File: config.mk
export PLATFORM = sky130hd
export DESIGN_NAME = rcws_div_step
export DESIGN_NICKNAME = d
export VERILOG_FILES = /design/src/design/rcws_pkg.sv /design/src/design/rcws_div_step.sv
export SDC_FILE = /design/constraint.sdc
export NUM_CORES = 1
export LEC_CHECK = 0
export BUFFER_PORTS_ARGS = -buffer_cell sky130_fd_sc_hd__clkbuf_2
export CAP_MARGIN = 40
export CORE_MARGIN = 2
export CORE_UTILIZATION = 45
export DETAILED_ROUTE_END_ITERATION = 12
export PLACE_DENSITY_LB_ADDON = 0.15
export SLEW_MARGIN = 20
export SYNTH_ARGS = -nofsm -noshare
export SYNTH_HDL_FRONTEND = slang
export SYNTH_SLANG_ARGS = --single-unit
File: constraint.sdc
create_clock -name vclk -period 8.5
set_clock_uncertainty 0.05 [all_clocks]
set_input_delay 1.7 -clock vclk [all_inputs]
set_output_delay 1.7 -clock vclk [all_outputs]
set_load 0.1 [all_outputs]
File: src/design/rcws_pkg.sv
// Shared constants, codes and pipeline types for the raycast wall column setup block.
`default_nettype none

package rcws_pkg;

  // Texture size, shared by all four textures (powers of two, 2 to 1024)
  localparam int unsigned TEX_W = 64;
  localparam int unsigned TEX_H = 64;
  localparam int unsigned TW_BITS = $clog2(TEX_W);

  // Field widths
  localparam int unsigned COL_W   = 12;
  localparam int unsigned FRAC_W  = 16;
  localparam int unsigned DIST_W  = 26;
  localparam int unsigned LINE_W  = 16;
  localparam int unsigned TCOL_W  = 10;
  localparam int unsigned STEP_W  = 23;
  localparam int unsigned SPOS_W  = 24;
  localparam int unsigned OFF_W   = LINE_W - 1;
  localparam int unsigned PROD_W  = OFF_W + STEP_W;

  // Remainder width of the shared shift-subtract step
  localparam int unsigned DIV_W = DIST_W;

  // Saturation limits and register reset value
  localparam logic [LINE_W-1:0] LINE_MAX     = '1;
  localparam logic [STEP_W-1:0] STEP_MAX     = '1;
  localparam logic [SPOS_W-1:0] START_MAX    = '1;
  localparam logic [COL_W-1:0]  SCREEN_H_RST = 12'd480;

  // Step divider: numerator TEX_H << 16, quotient limited to STEP_W bits
  localparam logic [39:0]         STEP_NUM     = 40'(TEX_H) << 16;
  localparam logic [DIV_W-1:0]    STEP_REM0    = DIV_W'(STEP_NUM >> STEP_W);
  localparam logic [STEP_W-1:0]   STEP_SAT_LIM = STEP_W'(TEX_H);

  // Texture codes
  typedef enum logic [1:0] {
    TEX_NORTH = 2'd0,
    TEX_SOUTH = 2'd1,
    TEX_WEST  = 2'd2,
    TEX_EAST  = 2'd3
  } tex_sel_e;

  // Fields that ride along the whole pipeline untouched
  typedef struct packed {
    logic [COL_W-1:0]  column;
    tex_sel_e          sel;
    logic [TCOL_W-1:0] tcol;
  } side_t;

  // Line height divider stage
  typedef struct packed {
    side_t              side;
    logic               sat;
    logic [DIST_W-1:0]  divisor;
    logic [DIV_W-1:0]   rem;
    logic [LINE_W-1:0]  quo;
  } div1_t;

  // Texture step divider stage
  typedef struct packed {
    side_t              side;
    logic [LINE_W-1:0]  lh;
    logic [COL_W-1:0]   wstart;
    logic [COL_W-1:0]   wend;
    logic [OFF_W-1:0]   off;
    logic               sat;
    logic [DIV_W-1:0]   rem;
    logic [STEP_W-1:0]  quo;
  } div2_t;

  // Multiply stage
  typedef struct packed {
    side_t              side;
    logic [LINE_W-1:0]  lh;
    logic [COL_W-1:0]   wstart;
    logic [COL_W-1:0]   wend;
    logic [STEP_W-1:0]  step;
    logic [PROD_W-1:0]  prod;
  } mult_t;

  // Finished result
  typedef struct packed {
    side_t              side;
    logic [LINE_W-1:0]  lh;
    logic [COL_W-1:0]   wstart;
    logic [COL_W-1:0]   wend;
    logic [STEP_W-1:0]  step;
    logic [SPOS_W-1:0]  spos;
  } result_t;

endpackage

`default_nettype wire

File: src/design/rcws_div_step.sv
// One restoring shift-subtract step, one quotient bit, shared by both dividers.
`default_nettype none

module rcws_div_step (
  input  wire logic [rcws_pkg::DIV_W-1:0] rem_i,
  input  wire logic                       bit_i,
  input  wire logic [rcws_pkg::DIV_W-1:0] divisor_i,
  output logic      [rcws_pkg::DIV_W-1:0] rem_o,
  output logic                            q_o
);

  logic [rcws_pkg::DIV_W:0] trial;
  logic [rcws_pkg::DIV_W:0] diff;

  // Shift in the next numerator bit, subtract when the divisor fits
  assign trial = {rem_i, bit_i};
  assign diff  = trial - {1'b0, divisor_i};
  assign q_o   = (trial >= {1'b0, divisor_i});
  assign rem_o = q_o ? diff[rcws_pkg::DIV_W-1:0] : trial[rcws_pkg::DIV_W-1:0];

endmodule

`default_nettype wire

### Word level (Yosys, flattened, before mapping)

Index checks and enable logic that the tools add are counted.

| operators by class | value |
|---|---|
| add/sub/neg operators | 1 |
| magnitude comparators | 1 |
| multiplexer cells | 1 |

Operators with widths:

| cell | count |
|---|---|
| >= comparator 27 x 26 -> 1 bit | 1 |
| 2-to-1 mux 26 bit | 1 |
| subtractor 26 bit | 1 |

| storage, ports and cells | value |
|---|---|
| register bits after elaboration | 0 |
| input bits | 53 |
| output and inout bits | 27 |
| logic and storage cells | 3 |

### Longest topological paths before layout

| logic depth | value |
|---|---|
| depth in word-level cells | 2 |
| gate-level depth with buffers | 11 |
| gate-level depth less buffers | 11 |

### Worst setup path after synthesis

No wires, ideal clock.

| timing | value |
|---|---|
| path kind | in2out |
| from | input port divisor_i[4] (netlist name) |
| to | output port rem_o[23] (netlist name) |
| data arrival time | 5.430 ns |
| setup slack | 1.320 ns |
| stages on the path | 9 |
| path through | inv_1 > ha_1 > a21o_1 > a31oi_2 > a21oi_2 > o41ai_4 > a211oi_1 > o21a_1 > o31ai_1 |

| between the ends | value |
|---|---|
| cells in the longest elaborated chain, start to end | 2 |

RTL lines:

| item | line | source |
|---|---|---|
| from (decl) | rcws_div_step.sv:7 | `input wire logic [rcws_pkg::DIV_W-1:0] divisor_i,` |
| subtractor 26 bit or >= comparator 27 x 26 -> 1 bit (tied branches) | rcws_div_step.sv:17, rcws_div_step.sv:18 |  |
| 2-to-1 mux 26 bit * | rcws_div_step.sv:19 | `assign rem_o = q_o ? diff[rcws_pkg::DIV_W-1:0] : trial[rcws_pkg::DIV_W-1:0];` |
| to (decl) | rcws_div_step.sv:8 | `output logic [rcws_pkg::DIV_W-1:0] rem_o,` |

Every way passes the cells marked *; elsewhere a longest branch is shown, timed or not.

### Final worst setup path

| timing | value |
|---|---|
| from | input port bit_i |
| to | output port rem_o[24] (netlist name) |

| between the ends | value |
|---|---|
| cells in the longest elaborated chain, start to end | 2 |

RTL lines:

| item | line | source |
|---|---|---|
| from (decl) | rcws_div_step.sv:6 | `input wire logic bit_i,` |
| subtractor 26 bit or >= comparator 27 x 26 -> 1 bit (tied branches) | rcws_div_step.sv:17, rcws_div_step.sv:18 |  |
| 2-to-1 mux 26 bit * | rcws_div_step.sv:19 |  |

Marks and branches as above.

==> results.py <==
metrics = {
    "outcome": {
        "status": "completed",
    },
    "floorplan": {
        "die_x_um": 68.63,
        "start_util": 0.4698,
        "die_h_um": 68.63,
        "core_um2": 4000,
        "fp-row-count": 23,
        "die_area_um2": 4709,
        "io_pins": 80,
    },
    "power_and_ir_drop": {
        "power_density_nw_per_um2": 171.9,
        "p_comb_frac": 1.000,
        "p_sw_frac": 0.7415,
        "p_leak_nw": 1.268,
        "power.total_mw": 0.3953,
        "vdd_drop_max_mv": 0.1061,
        "power.switching_mw": 0.2931,
        "internal-power_mw": 0.1022,
        "pwr-share-seq": 0,
        "clockPowerShare": 0,
    },
    "finish": {
        "nFillCells": 382,
        "nNetsFinal": 402,
        "seq_area_um2": 0,
        "nFlopsAndLatches": 0,
        "drive_gt1_frac": 0.3344,
        "final_util": 0.5749,
        "final_area_um2": 2300,
        "layout.cells.non_filler": 370,
        "num_antenna_cells": 0,
        "clockBufferCount": 0,
        "area_growth_pct": 22.37,
    },
    "sta": {
        "setup_viol": 0,
        "slew_violations": 0,
        "rsz0062_at_grt": "no",
        "fmax_ghz": 0.1543,
        "setup_slack_ps": 2019,
        "final.setup.tns_ps": 0,
        "finalHoldViolCount": 0,
        "worstMarginPinSlew_ps": 674.4,
        "min_period_over_period": 0.7625,
        "period_minus_slack_ps": 6481,
        "holdWs_ps": 3917,
        "maxSlewHeadroom": 0.5497,
    },
    "routing": {
        "dr.max_layer_used": "met3",
        "met1_length_um": 2083,
        "dr.pass1.iters": 4,
        "routed_wl_um": 4271,
        "vias": 1966,
        "via_per_inst": 5.314,
        "first_iter_violations": 75,
        "wl_met3_um": 239,
        "drc_errors": 0,
        "wl_met2_um": 1947,
        "postRouteAntennaNets": 0,
        "wl_per_cell_um": 11.54,
    },
    "critical_path": {
        "setup.worst_path.end_class": "output pin",
        "setup.worst_path.start_class": "input port",
        "critPathLaunch": "bit_i",
        "cp_data_required_time_ps": 6750,
        "critPathMaxFanout": 5,
        "worstPathArrival_ps": 4730,
        "crit_type": "in2out",
        "crit_path_end": "rem_o[24]",
    },
    "global_routing": {
        "grt_overflow_total": 0,
        "grt_use_total": 0.1855,
        "grt_pass1_vias": 1734,
        "grt_pass1_wl_um": 7182,
        "grt_max_degree": 26,
        "antenna_found_initial": 0,
    },
    "synthesis": {
        "yosysTopAreaCellShare": 0.1731,
        "seq_area_frac_synth": 0,
        "synth_area_leader_cell": "ha_1",
        "synth_nets": 327,
        "mappedNetlistArea_um2": 1879,
        "synth_area_leaders": "ha_1 17%, mux2_4 13%, inv_1 6.8%",
        "synth_area_per_cell_um2": 7.609,
        "ys_types": 56,
        "yosysWarnings": 0,
        "synthCells": 247,
    },
    "place": {
        "gp_congestion": 0.8487,
        "pre_cts_slack_ps": 2018,
        "portBuffers": 80,
        "hpwl_um": 3754,
        "placed_area_um2": 2300,
        "dp.cells": 370,
    },
    "min_path": {
        "hp-class": "in2out",
    },
    "clock_network": {
        "cts_hold_buf": 0,
        "cts.repair.resized": 0,
        "post_cts_buffers": 0,
    },
    "run": {
        "drv_cap": 0,
    },
}
power groups by stage:
stage	Sequential, mW	Combinational [mW]	Clock (mW)
floorplan	0	0.343	0
CTS	0	0.397	0
detailed placement	0	0.396	0
finish	0	0.395	0
global placement	0	0.395	0
global route	0	0.420	0
synthesized netlist by cell type (2+ instances only):
library cell / instances
a211o_1: 3
a211oi_1: 8
a21o_1: 5
a21oi_1: 18
a21oi_2: 2
a41o_1: 2
and3_1: 2
buf_6: 2
clkbuf_1: 4
ha_1: 26
inv_1: 34
mux2_1: 5
mux2_4: 16
nand2_1: 18
nand3_1: 5
nand4_1: 4
nor2_1: 14
nor2b_1: 5
nor3_1: 5
o21a_1: 4
o21ai_0: 9
o21bai_1: 2
o31ai_1: 2
xnor2_1: 10
xor2_1: 11
routing by layer:
metal | up-vias | track usage
li1 | 1051 | -
met1 | 852 | 0.2648
met2 | 63 | 0.3317
met3 | 0 | 0
met4 | 0 | 0
met5 | - | 0
logic make-up after synthesis:
group | share of synthesized area
AND/OR/NAND/NOR | 0.1545
adder cells (fa/ha/maj) | 0.1838
XOR/XNOR | 0.09787
buffers and inverters | 0.09253
multiplexers | 0.1691
AO/OA/AOI/OAI | 0.3023
layout make-up:
class | count | area, um^2 | area share
multi-input cells | 205 | 1705 | 0.7416
well taps | 50 | 62.56 | 0.02720
repair buffers | 80 | 400.4 | 0.1741
inverters | 35 | 131.4 | 0.05713
worst min-delay path by stage:
stage,endpoint,start,slack (ps),depth (start not counted)
after detailed placement,rem_o[0],bit_i,3920,4
final,rem_o[0],bit_i,3920,4
after global placement,rem_o[0],bit_i,3910,4
after floorplan,rem_o[10],rem_i[9],3670,1
after CTS,rem_o[0],bit_i,3920,4
after global routing,rem_o[0],bit_i,3960,4
cell usage in the layout, fill, tap and decap left out, types with 5 or more instances in the layout:
master,netlist,layout
xor2_1,11,11
inv_1,34,34
a211oi_1,8,8
mux2_4,16,16
mux2_1,5,5
clkbuf_2,0,80
o21ai_0,9,9
nor2b_1,5,5
a21o_1,5,5
nor2_1,14,14
nand3_1,5,5
xnor2_1,10,10
a21oi_1,18,18
nand2_1,18,18
ha_1,26,26
nor3_1,5,5
worst max-delay path, stage by stage:
cell	delay (ps)
clkbuf_2	80
inv_1	60
ha_1	170
inv_1	60
fa_1	390
a21oi_1	220
o2bb2ai_1	130
o31a_1	380
a31o_2	320
a41o_1	300
a21o_1	210
a311oi_2	240
clkbuf_2	490
Power figures use the tool's default switching activity.
